[config.mk]
export PLATFORM = sky130hd
export DESIGN_NAME = http_chunked_body_decoder_top_flat
export DESIGN_NICKNAME = d
export VERILOG_FILES = /design/src/hdl/hcbd_pkg.sv /design/src/hdl/hcbd_if.sv /design/src/hdl/hcbd_csr.sv /design/src/hdl/hcbd_core.sv /design/src/hdl/http_chunked_body_decoder_top.sv /design/src/flat_wrapper.sv
export SDC_FILE = /design/constraint.sdc
export NUM_CORES = 1
export LEC_CHECK = 0
export BUFFER_PORTS_ARGS = -buffer_cell sky130_fd_sc_hd__buf_2
export CAP_MARGIN = 20
export CORE_UTILIZATION = 40
export DETAILED_ROUTE_END_ITERATION = 10
export SLEW_MARGIN = 20
export SYNTH_ARGS = -nofsm -noshare
export SYNTH_HDL_FRONTEND = slang
export SYNTH_HIERARCHICAL = 1
export SYNTH_SLANG_ARGS = --single-unit
[constraint.sdc]
create_clock -name clock -period 4.3 [get_ports clock]
set_input_delay 0 -clock clock [delete_from_list [all_inputs] [get_ports clock]]
set_output_delay 0 -clock clock [all_outputs]
set_load 0.1 [all_outputs]
[src/hdl/hcbd_pkg.sv]
`default_nettype none

package hcbd_pkg;

   localparam int SIZE_LINE_BYTES = 16;

   localparam int DATA_W   = 32;
   localparam int BYTE_W   = 8;
   localparam int CSR_ADDR_W = 3;

   localparam logic [DATA_W-1:0] BODY_CAPACITY_RESET = 32'd4096;
   localparam logic [DATA_W-1:0] LINE_END_BYTES      = 32'd2;

   localparam logic [BYTE_W-1:0] CHAR_CR   = 8'h0D;
   localparam logic [BYTE_W-1:0] CHAR_LF   = 8'h0A;
   localparam logic [BYTE_W-1:0] CHAR_SEMI = 8'h3B;

   // register index taken from paddr[2]
   localparam logic REG_BODY_CAPACITY = 1'b0;

   typedef enum logic {
      FUNC_DATA    = 1'b0,
      FUNC_RESTART = 1'b1
   } func_type;

   typedef enum logic [2:0] {
      PH_SIZE  = 3'd0,
      PH_DATA  = 3'd1,
      PH_AFTER = 3'd2,
      PH_DONE  = 3'd3,
      PH_ERROR = 3'd4
   } phase_type;

   typedef struct packed {
      logic              store_valid;
      logic [BYTE_W-1:0] store_byte;
      logic [DATA_W-1:0] store_offset;
      logic              dropped;
      logic              parse_error;
      logic              finished;
   } result_type;

   typedef struct packed {
      phase_type phase;
      logic      restart;
   } status_type;

   // bit 4 set when the byte is a hex digit, low nibble is its value
   function automatic logic [4:0] hex_value(input logic [BYTE_W-1:0] b);
      logic [4:0] v;
      v = 5'd0;
      if (b >= 8'h30 && b <= 8'h39) begin
         v = {1'b1, 4'(b - 8'h30)};
      end else if (b >= 8'h61 && b <= 8'h66) begin
         v = {1'b1, 4'(b - 8'h57)};
      end else if (b >= 8'h41 && b <= 8'h46) begin
         v = {1'b1, 4'(b - 8'h37)};
      end
      return v;
   endfunction

endpackage

`default_nettype wire

[src/hdl/hcbd_if.sv]
`default_nettype none

interface hcbd_req_if;
   logic                      valid;
   logic                      ready;
   logic                      func;
   logic [hcbd_pkg::BYTE_W-1:0] data_byte;

   modport source (output valid, output func, output data_byte, input ready);
   modport sink   (input valid, input func, input data_byte, output ready);
endinterface

interface hcbd_rsp_if;
   logic                      valid;
   logic                      ready;
   logic                      store_valid;
   logic [hcbd_pkg::BYTE_W-1:0] store_byte;
   logic [hcbd_pkg::DATA_W-1:0] store_offset;
   logic                      dropped;
   logic                      parse_error;
   logic                      finished;

   modport source (output valid, output store_valid, output store_byte,
                   output store_offset, output dropped, output parse_error,
                   output finished, input ready);
   modport sink   (input valid, input store_valid, input store_byte,
                   input store_offset, input dropped, input parse_error,
                   input finished, output ready);
endinterface

`default_nettype wire

[src/hdl/hcbd_csr.sv]
`default_nettype none

module hcbd_csr (
   input  wire logic                              clock,
   input  wire logic                              reset,
   input  wire logic                              psel,
   input  wire logic                              penable,
   input  wire logic                              pwrite,
   input  wire logic [hcbd_pkg::CSR_ADDR_W-1:0]   paddr,
   input  wire logic [hcbd_pkg::DATA_W-1:0]       pwdata,
   output logic      [hcbd_pkg::DATA_W-1:0]       prdata,
   output logic                                   pready,
   output logic      [hcbd_pkg::DATA_W-1:0]       body_capacity
);

   logic                          capacity_sel;
   logic [hcbd_pkg::DATA_W-1:0]   capacity_ff;
   logic [hcbd_pkg::DATA_W-1:0]   capacity_in;

   assign capacity_sel = (paddr[2] == hcbd_pkg::REG_BODY_CAPACITY);

   always_comb begin
      capacity_in = capacity_ff;
      if (psel && penable && pwrite && capacity_sel) begin
         capacity_in = pwdata;
      end
   end

   always_ff @(posedge clock) begin
      if (reset) begin
         capacity_ff <= hcbd_pkg::BODY_CAPACITY_RESET;
      end else begin
         capacity_ff <= capacity_in;
      end
   end

   assign prdata        = capacity_sel ? capacity_ff : '0;
   assign pready        = 1'b1;
   assign body_capacity = capacity_ff;

endmodule

`default_nettype wire

[src/hdl/hcbd_core.sv]
`default_nettype none

module hcbd_core #(
   parameter int SIZE_LINE_BYTES = hcbd_pkg::SIZE_LINE_BYTES
) (
   input  wire logic                            clock,
   input  wire logic                            reset,
   input  wire logic                            step_en,
   input  wire logic                            func,
   input  wire logic [hcbd_pkg::BYTE_W-1:0]     data_byte,
   input  wire logic [hcbd_pkg::DATA_W-1:0]     body_capacity,
   output hcbd_pkg::result_type                 result,
   output hcbd_pkg::status_type                 status
);

   localparam int LcW = $clog2(SIZE_LINE_BYTES);
   localparam logic [LcW:0] LineLimit = (LcW+1)'(SIZE_LINE_BYTES);

   hcbd_pkg::phase_type          phase_ff, phase_in;
   logic [hcbd_pkg::DATA_W-1:0]  remaining_ff, remaining_in;
   logic                         last_chunk_ff, last_chunk_in;
   logic [LcW-1:0]               line_count_ff, line_count_in;
   logic [hcbd_pkg::DATA_W-1:0]  size_accum_ff, size_accum_in;
   logic                         ext_seen_ff, ext_seen_in;
   logic                         bad_digit_ff, bad_digit_in;
   logic [hcbd_pkg::DATA_W-1:0]  body_count_ff, body_count_in;

   logic [4:0]                   hv;
   logic [LcW:0]                 line_next;
   logic [hcbd_pkg::DATA_W-1:0]  rem_dec;

   assign hv        = hcbd_pkg::hex_value(data_byte);
   assign line_next = {1'b0, line_count_ff} + 1'b1;
   assign rem_dec   = (remaining_ff == '0) ? '0 : remaining_ff - 1'b1;

   always_comb begin
      phase_in      = phase_ff;
      remaining_in  = remaining_ff;
      last_chunk_in = last_chunk_ff;
      line_count_in = line_count_ff;
      size_accum_in = size_accum_ff;
      ext_seen_in   = ext_seen_ff;
      bad_digit_in  = bad_digit_ff;
      body_count_in = body_count_ff;
      result        = '0;

      if (func == hcbd_pkg::FUNC_RESTART) begin
         phase_in      = hcbd_pkg::PH_SIZE;
         remaining_in  = '0;
         last_chunk_in = 1'b0;
         line_count_in = '0;
         size_accum_in = '0;
         ext_seen_in   = 1'b0;
         bad_digit_in  = 1'b0;
         body_count_in = '0;
      end else begin
         case (phase_ff)
            hcbd_pkg::PH_SIZE: begin
               if (data_byte == hcbd_pkg::CHAR_LF) begin
                  if (bad_digit_ff) begin
                     phase_in = hcbd_pkg::PH_ERROR;
                  end else begin
                     line_count_in = '0;
                     size_accum_in = '0;
                     ext_seen_in   = 1'b0;
                     bad_digit_in  = 1'b0;
                     last_chunk_in = (size_accum_ff == '0);
                     if (size_accum_ff == '0) begin
                        remaining_in = hcbd_pkg::LINE_END_BYTES;
                        phase_in     = hcbd_pkg::PH_AFTER;
                     end else begin
                        remaining_in = size_accum_ff;
                        phase_in     = hcbd_pkg::PH_DATA;
                     end
                  end
               end else if (data_byte != hcbd_pkg::CHAR_CR) begin
                  if (line_next >= LineLimit) begin
                     phase_in = hcbd_pkg::PH_ERROR;
                  end else begin
                     line_count_in = line_next[LcW-1:0];
                     // everything after ';' is chunk extension
                     if (!ext_seen_ff) begin
                        if (data_byte == hcbd_pkg::CHAR_SEMI) begin
                           ext_seen_in = 1'b1;
                        end else if (!hv[4]) begin
                           bad_digit_in = 1'b1;
                        end else begin
                           size_accum_in = {size_accum_ff[hcbd_pkg::DATA_W-5:0], hv[3:0]};
                        end
                     end
                  end
               end
            end
            hcbd_pkg::PH_DATA: begin
               if (body_count_ff < body_capacity) begin
                  result.store_valid  = 1'b1;
                  result.store_byte   = data_byte;
                  result.store_offset = body_count_ff;
                  body_count_in       = body_count_ff + 1'b1;
               end else begin
                  result.dropped = 1'b1;
               end
               remaining_in = rem_dec;
               if (rem_dec == '0) begin
                  remaining_in = hcbd_pkg::LINE_END_BYTES;
                  phase_in     = hcbd_pkg::PH_AFTER;
               end
            end
            hcbd_pkg::PH_AFTER: begin
               if (data_byte != hcbd_pkg::CHAR_CR && data_byte != hcbd_pkg::CHAR_LF) begin
                  phase_in = hcbd_pkg::PH_ERROR;
               end else begin
                  remaining_in = rem_dec;
                  if (rem_dec == '0) begin
                     phase_in = last_chunk_ff ? hcbd_pkg::PH_DONE : hcbd_pkg::PH_SIZE;
                  end
               end
            end
            default: begin
               // done and error hold until restart
            end
         endcase
      end

      result.parse_error = (phase_in == hcbd_pkg::PH_ERROR);
      result.finished    = (phase_in == hcbd_pkg::PH_DONE);
   end

   always_ff @(posedge clock) begin
      if (reset) begin
         phase_ff      <= hcbd_pkg::PH_SIZE;
         remaining_ff  <= '0;
         last_chunk_ff <= 1'b0;
         line_count_ff <= '0;
         size_accum_ff <= '0;
         ext_seen_ff   <= 1'b0;
         bad_digit_ff  <= 1'b0;
         body_count_ff <= '0;
      end else if (step_en) begin
         phase_ff      <= phase_in;
         remaining_ff  <= remaining_in;
         last_chunk_ff <= last_chunk_in;
         line_count_ff <= line_count_in;
         size_accum_ff <= size_accum_in;
         ext_seen_ff   <= ext_seen_in;
         bad_digit_ff  <= bad_digit_in;
         body_count_ff <= body_count_in;
      end
   end

   assign status.phase   = phase_ff;
   assign status.restart = step_en && (func == hcbd_pkg::FUNC_RESTART);

endmodule

`default_nettype wire

[src/hdl/http_chunked_body_decoder_top.sv]
`default_nettype none

// Decodes an HTTP/1.1 chunked body one byte per word: each accepted request
// word yields exactly one response word carrying the payload write (byte and
// body offset), a dropped flag when the body buffer is full, and sticky
// parse_error / finished flags that hold until a restart word. A new word is
// taken every cycle while rsp.ready keeps the result register draining; a
// word accepted on req passes through the input register, then the result
// register, before its response shows on rsp; the rate is set by the update
// of the decoder state in the core. body_capacity sits at byte address 0 of
// the APB port and should only be written while idle.
module http_chunked_body_decoder_top #(
   parameter int SIZE_LINE_BYTES = hcbd_pkg::SIZE_LINE_BYTES
) (
   input  wire logic                              clock,
   input  wire logic                              reset,
   hcbd_req_if.sink                               req,
   hcbd_rsp_if.source                             rsp,
   input  wire logic                              psel,
   input  wire logic                              penable,
   input  wire logic                              pwrite,
   input  wire logic [hcbd_pkg::CSR_ADDR_W-1:0]   paddr,
   input  wire logic [hcbd_pkg::DATA_W-1:0]       pwdata,
   output logic      [hcbd_pkg::DATA_W-1:0]       prdata,
   output logic                                   pready
);

   logic [hcbd_pkg::DATA_W-1:0]  body_capacity;

   logic                         in_valid_ff, in_valid_in;
   logic                         in_func_ff;
   logic [hcbd_pkg::BYTE_W-1:0]  in_byte_ff;
   logic                         rsp_valid_ff, rsp_valid_in;
   hcbd_pkg::result_type         result_ff;
   hcbd_pkg::result_type         step_result;
   hcbd_pkg::status_type         core_status;
   logic                         advance;
   logic                         req_fire;

   hcbd_csr u_csr (
      .clock         (clock),
      .reset         (reset),
      .psel          (psel),
      .penable       (penable),
      .pwrite        (pwrite),
      .paddr         (paddr),
      .pwdata        (pwdata),
      .prdata        (prdata),
      .pready        (pready),
      .body_capacity (body_capacity)
   );

   // a word moves on when the result register is empty or being drained
   assign advance   = in_valid_ff && (!rsp_valid_ff || rsp.ready);
   assign req.ready = !in_valid_ff || advance;
   assign req_fire  = req.valid && req.ready;

   always_comb begin
      in_valid_in = in_valid_ff;
      if (req_fire) begin
         in_valid_in = 1'b1;
      end else if (advance) begin
         in_valid_in = 1'b0;
      end
      rsp_valid_in = rsp_valid_ff;
      if (advance) begin
         rsp_valid_in = 1'b1;
      end else if (rsp.ready) begin
         rsp_valid_in = 1'b0;
      end
   end

   always_ff @(posedge clock) begin
      if (reset) begin
         in_valid_ff  <= 1'b0;
         rsp_valid_ff <= 1'b0;
      end else begin
         in_valid_ff  <= in_valid_in;
         rsp_valid_ff <= rsp_valid_in;
      end
   end

   always_ff @(posedge clock) begin
      if (req_fire) begin
         in_func_ff <= req.func;
         in_byte_ff <= req.data_byte;
      end
      if (advance) begin
         result_ff <= step_result;
      end
   end

   hcbd_core #(
      .SIZE_LINE_BYTES (SIZE_LINE_BYTES)
   ) u_core (
      .clock         (clock),
      .reset         (reset),
      .step_en       (advance),
      .func          (in_func_ff),
      .data_byte     (in_byte_ff),
      .body_capacity (body_capacity),
      .result        (step_result),
      .status        (core_status)
   );

   assign rsp.valid        = rsp_valid_ff;
   assign rsp.store_valid  = result_ff.store_valid;
   assign rsp.store_byte   = result_ff.store_byte;
   assign rsp.store_offset = result_ff.store_offset;
   assign rsp.dropped      = result_ff.dropped;
   assign rsp.parse_error  = result_ff.parse_error;
   assign rsp.finished     = result_ff.finished;

   a_error_sticky: assert property (@(posedge clock) disable iff (reset)
      (core_status.phase == hcbd_pkg::PH_ERROR && !core_status.restart)
      |=> core_status.phase == hcbd_pkg::PH_ERROR)
      else $error("error phase left without restart");

   a_done_sticky: assert property (@(posedge clock) disable iff (reset)
      (core_status.phase == hcbd_pkg::PH_DONE && !core_status.restart)
      |=> core_status.phase == hcbd_pkg::PH_DONE)
      else $error("done phase left without restart");

   a_store_or_drop: assert property (@(posedge clock) disable iff (reset)
      rsp.valid |-> !(rsp.store_valid && rsp.dropped))
      else $error("payload word both stored and dropped");

   a_offset_in_range: assert property (@(posedge clock) disable iff (reset)
      (rsp.valid && rsp.store_valid) |-> rsp.store_offset < body_capacity)
      else $error("store offset beyond body capacity");

endmodule

`default_nettype wire

[src/flat_wrapper.sv]
// flat-port wrapper written by rule: the top's interface ports become plain ports
module http_chunked_body_decoder_top_flat 
#(
   parameter int SIZE_LINE_BYTES = hcbd_pkg::SIZE_LINE_BYTES
)
  (clock, reset, psel, penable, pwrite, paddr, pwdata, prdata, pready, req_valid, req_func, req_data_byte, req_ready, rsp_valid, rsp_store_valid, rsp_store_byte, rsp_store_offset, rsp_dropped, rsp_parse_error, rsp_finished, rsp_ready);
  hcbd_req_if req_i ();
  hcbd_rsp_if rsp_i ();
  input  wire logic clock;
  input  wire logic reset;
  input  wire logic psel;
  input  wire logic penable;
  input  wire logic pwrite;
  input  wire logic [hcbd_pkg::CSR_ADDR_W-1:0] paddr;
  input  wire logic [hcbd_pkg::DATA_W-1:0] pwdata;
  output logic      [hcbd_pkg::DATA_W-1:0] prdata;
  output logic pready;
  input wire logic [$bits(req_i.valid)-1:0] req_valid;
  input wire logic [$bits(req_i.func)-1:0] req_func;
  input wire logic [$bits(req_i.data_byte)-1:0] req_data_byte;
  output wire logic [$bits(req_i.ready)-1:0] req_ready;
  output wire logic [$bits(rsp_i.valid)-1:0] rsp_valid;
  output wire logic [$bits(rsp_i.store_valid)-1:0] rsp_store_valid;
  output wire logic [$bits(rsp_i.store_byte)-1:0] rsp_store_byte;
  output wire logic [$bits(rsp_i.store_offset)-1:0] rsp_store_offset;
  output wire logic [$bits(rsp_i.dropped)-1:0] rsp_dropped;
  output wire logic [$bits(rsp_i.parse_error)-1:0] rsp_parse_error;
  output wire logic [$bits(rsp_i.finished)-1:0] rsp_finished;
  input wire logic [$bits(rsp_i.ready)-1:0] rsp_ready;
  assign req_i.valid = req_valid;
  assign req_i.func = req_func;
  assign req_i.data_byte = req_data_byte;
  assign req_ready = req_i.ready;
  assign rsp_valid = rsp_i.valid;
  assign rsp_store_valid = rsp_i.store_valid;
  assign rsp_store_byte = rsp_i.store_byte;
  assign rsp_store_offset = rsp_i.store_offset;
  assign rsp_dropped = rsp_i.dropped;
  assign rsp_parse_error = rsp_i.parse_error;
  assign rsp_finished = rsp_i.finished;
  assign rsp_i.ready = rsp_ready;
  http_chunked_body_decoder_top #(.SIZE_LINE_BYTES(SIZE_LINE_BYTES)) u_core (.clock(clock), .reset(reset), .req(req_i), .rsp(rsp_i), .psel(psel), .penable(penable), .pwrite(pwrite), .paddr(paddr), .pwdata(pwdata), .prdata(prdata), .pready(pready));
endmodule
# == After elaboration in Yosys (flattened, before gate mapping) ==
# Cells that the tools add are included.
# totals
regBits,193
out_inout_bits,79
elab_cells,155
input_bits,51
# op_classes
n_addsub,6
bitwise_logic,3
eq_ne,17
mux,68
reduce_logical,34
n_lt_le_gt_ge,8
# op_table
operator,n
2-to-1 mux 32 bit,20
logical NOT 32 bit,3
case mux 32 bit (3 select lines),1
2-to-1 mux 41 bit,1
"adder 32 x 1 -> 32 bit, second input constant",1
< comparator 32 bit,1
"subtractor 32 x 1 -> 32 bit, second input constant",1
2-to-1 mux 1 bit,26
2-to-1 mux 3 bit,8
2-to-1 mux 4 bit,6
"!= test 3 x 2 -> 1 bit, second input constant",6
">= comparator 8 x 7 -> 1 bit, second input constant",2
"<= comparator 8 x 7 -> 1 bit, second input constant",2
"!= test 8 x 4 -> 1 bit, second input constant",2
2-to-1 mux 5 bit,3
nonzero test 2 bit,6
AND reduction 5 bit,2
logical AND 1 bit,9
case mux 3 bit (3 select lines),1
"equality test 8 x 4 -> 1 bit, second input constant",1
"equality test 8 x 6 -> 1 bit, second input constant",1
">= comparator 8 x 6 -> 1 bit, second input constant",1
"<= comparator 8 x 6 -> 1 bit, second input constant",1
AND reduction 8 bit,1
other kinds (21),30

# == Depth between registers and ports, before layout ==
# depth
ltp_word,13
depth_mapped,13

# == Hierarchy ==
# The synthesis kept the hierarchy.
# by_module_without_submodules
mod,instances,seq_area_each_um2,cells_per_inst,area_per_inst_um2
hcbd_core,1,2122.0,918,7096.8
http_chunked_body_decoder_top,1,1631.6,63,1695.4
hcbd_csr,1,640.6,177,1691.6

# == Worst setup path after synthesis ==
# No wires, ideal clock.
# synth_path
kind,reg2reg
start,"register u_core.rsp_valid_ff, in the netlist u_core/rsp.valid"
end,register u_core/u_core/body_count_ff[30] (netlist bit)
path_stages_with_launch,9
required_time_ps,4229
setup_slack_ps,923
setup_time_ps,71
arrival_ps,3307
cell_sequence,dfxtp_1 -> nand2b_1 -> and2_2 -> clkbuf_1 -> inv_1 -> a211oi_2 -> nand3_1 -> or4b_2 -> a21oi_1
# synth_between
elab_chain_cells,4
# synth_rtl
item,line,text
"start, declared",http_chunked_body_decoder_top.sv:33,"logic rsp_valid_ff, rsp_valid_in;"
"start signal, assigned",http_chunked_body_decoder_top.sv:79,rsp_valid_ff <= rsp_valid_in;
logical NOT 1 bit,http_chunked_body_decoder_top.sv:54,assign advance = in_valid_ff && (!rsp_valid_ff || rsp.ready);
logical OR 1 bit,http_chunked_body_decoder_top.sv:54,
logical AND 1 bit,http_chunked_body_decoder_top.sv:54,
via u_core.advance,http_chunked_body_decoder_top.sv:37,logic advance;
AND reduction 3 bit (no source line),-,
"end signal, assigned",hcbd_core.sv:147,body_count_ff <= body_count_in;
"end, declared",hcbd_core.sv:26,"logic [hcbd_pkg::DATA_W-1:0] body_count_ff, body_count_in;"
# The timed path passes the listed nets, and every way through them passes these cells.
# A chain may end at the register's enable or synchronous reset.

==> results by group <==
Clock tree
  – Clk buf depth: 2
  – Worst-Skew Late Latency: roughly 0.44 ns
  – Clk Tree Root Cell: clkbuf_16
  – # Post-CTS Setup Buffers: 0
  – CTS tree: done
  – Post-cts sizing count: 0
  – CTS sink cnt: 193
  – Post-CTS Hold Fix Bufs: 45
  – Clock buffer count from CTS: 17
  – Worst-path clk slew: 0.07 ns
  – H-tree Lvls: 4

Hold path
  – Hold Path Class: in2reg

Finish
  – Fin nets: around 1,400
  – Area grow syn2layout: 18.1%
  – Ratio of cells with drive above 1 in the final layout: 0.167
  – # fillers: 2,415
  – Final core occ: 0.486
  – Fin cells: between 1,500 and 2,000
  – N_diodes: 0

Setup path
  – Sequence of cells on the critical path: nor4_1 > a21boi_0 > nor4_1 > nand4_1 > or4_1 > o21ai_1 > a311o_1 > a21oi_1 > nor3b_1
  – Worst Path Class, Setup: reg2reg
  – Slowest stage delay, CP: approximately 0.9 ns
  – Most used cell, CP: nor4_1
  – Slowest CP cell: nor4_1
  – Crit path arrival time: 3.95 ns
  – Crit-path max FO: 7
  – Required @ worst endpoint: about 4.5 ns
  – Worst Setup End Kind: register
  – CP Launch Type: register

Floorplanning
  – Die X-Extent: about 160 µm
  – Placeable Area: 25,500 µm²
  – Row count: 58
  – Die area: 26,900 µm²
  – Starting Density: 0.411
  – # IOs: 130
  – Die height: between 150 and 200 µm

Routing
  – WL/cell: 16.7 µm
  – Via count of the routed design: between 9,000 and 10,000
  – Initial DRC count: 677
  – Drt first pass iters: 5
  – Post-Route WL: around 28 mm
  – Antenna viol nets, final: 0
  – Number of remaining DRC errors: 0
  – Vias per cell: 5.49

Logic synthesis
  – Mapped Avg Cell Area: 9.06 µm²
  – Syn Nets: between 1,000 and 1,500
  – Cell count after synthesis: 1,157
  – Synthesis Warnings: 6
  – Mapped cell area: 10,500 µm²

Power
  – VDD IR max: 367 µV
  – Leakage: 4.77 nW
  – Total power draw: 3.96 mW
  – Pwr Density: about 320 nW/µm²

Flow run
  – Max cap viols: 0

Place
  – Placed cell count: 1,570
  – Port Buf Inserts: 126
  – Detailed Place HPWL: roughly 19 mm
  – Gpl congestion: 0.889
  – Setup WS pre-CTS: 0.599 ns

Timing
  – Final min period: about 3.8 ns
  – Slew HR: 0.307
  – Setup tns final: 0 ns
  – Final period util: 0.877
  – PnR worst setup slack: 0.530 ns
  – Final setup violation count: 0
  – Fmax: 0.265 GHz
  – Worst Skew: 0.0121 ns
  – Worst Tran Pin Value: 1.04 ns
  – Max-slew violation count: 0
  – Final hold vios: 0
  – RSZ-0062 raised after global routing: no

Global route
  – Initial antenna violation count: 0
  – First-pass GRT wire length: approximately 45 mm
  – Vias in the first global route: 8,573
  – Gr usage total: 0.211
  – GRT overflow: 0
  – Largest net degree at the start of global routing: 107

Run status
  – Outcome: finished clean
==> critical path: cells and delay by family, from the launching register on <==
| family | cells | cell delay [ns] |
|---|---|---|
| simple gates | 5 | 2.10 |
| flops | 1 | 0.38 |
| compound gates | 4 | 1.03 |
==> sequential cells by signal, summed over array words and instances, names as in the netlist, 3 cells and up <==
register / count
u_core/rsp.store_offset: 32
u_core/u_core/body_count_ff: 32
u_core/u_core/remaining_ff: 32
u_core/u_core/size_accum_ff: 32
u_core/u_csr/body_capacity: 32
u_core/in_byte_ff: 8
u_core/rsp.store_byte: 8
u_core/u_core/line_count_ff: 4
u_core/u_core/phase_ff: 3
==> cell usage in the layout, fill, tap and decap left out, drive strengths merged, types with 29 or more instances in the layout <==
cell and count:
buf 148, dfxtp 140, nor2 82, a21oi 75
nand2b 69, nand2 63, nand3 55, edfxtp 53
inv 53, o21ai 47, and2 46, dlygate4sd3 45
ha 39, mux2i 35, nor2b 32, nor4 32
nor3 30, nand4 29
==> layer usage <==
layer,vias up,part of all wire,wire length [µm],track usage
met5,-,0,0,0
met4,0,0.012,337,0.0543
met3,24,0.055,1520,0.0374
met2,240,0.46,12700,0.342
met1,4296,0.47,13000,0.288
li1,4484,-,-,-
==> final timing paths <==
check,from,end,slack (ns),cells after the start
worst max-delay path,u_core/u_core/remaining_ff[3],u_core/rsp.finished,0.53,9
worst min-delay path,req_data_byte[0],u_core/in_byte_ff[0],0.28,2
worst max register to register,u_core/u_core/remaining_ff[3],u_core/rsp.finished,0.53,9
worst min register to register,u_core/u_csr/body_capacity[8],u_core/u_csr/body_capacity[8],0.48,2
==> area by class of cell <==
class	count	area, µm²	share of cell area
well taps	330	413	0.0334
flip-flops and latches	193	4390	0.355
clock buffers	20	460	0.0372
repair buffers	193	1250	0.101
clock inverters	12	101	0.00819
multi-input cells	850	5570	0.450
inverters	49	184	0.0149
==> stage by stage <==
stage | instance area (µm²) | hold WS (ns)
floorplan | 10500 | 0.0624
global placement | 11400 | 0.176
detailed placement | 11400 | 0.178
CTS | 12400 | 0.253
global route | 12400 | 0.275
finish | 12400 | 0.275
==> report_power, final <==
| group | total (mW) | leakage [nW] | internal, mW | switching [mW] |
|---|---|---|---|---|
| sequential | 1.93 | 1.62 | 1.90 | 0.0257 |
| combinational | 0.506 | 2.87 | 0.140 | 0.366 |
| clock | 1.53 | 0.278 | 0.790 | 0.738 |
| total | 3.96 | 4.77 | 2.83 | 1.13 |
Note: power is estimated with default switching activity, not from simulation.
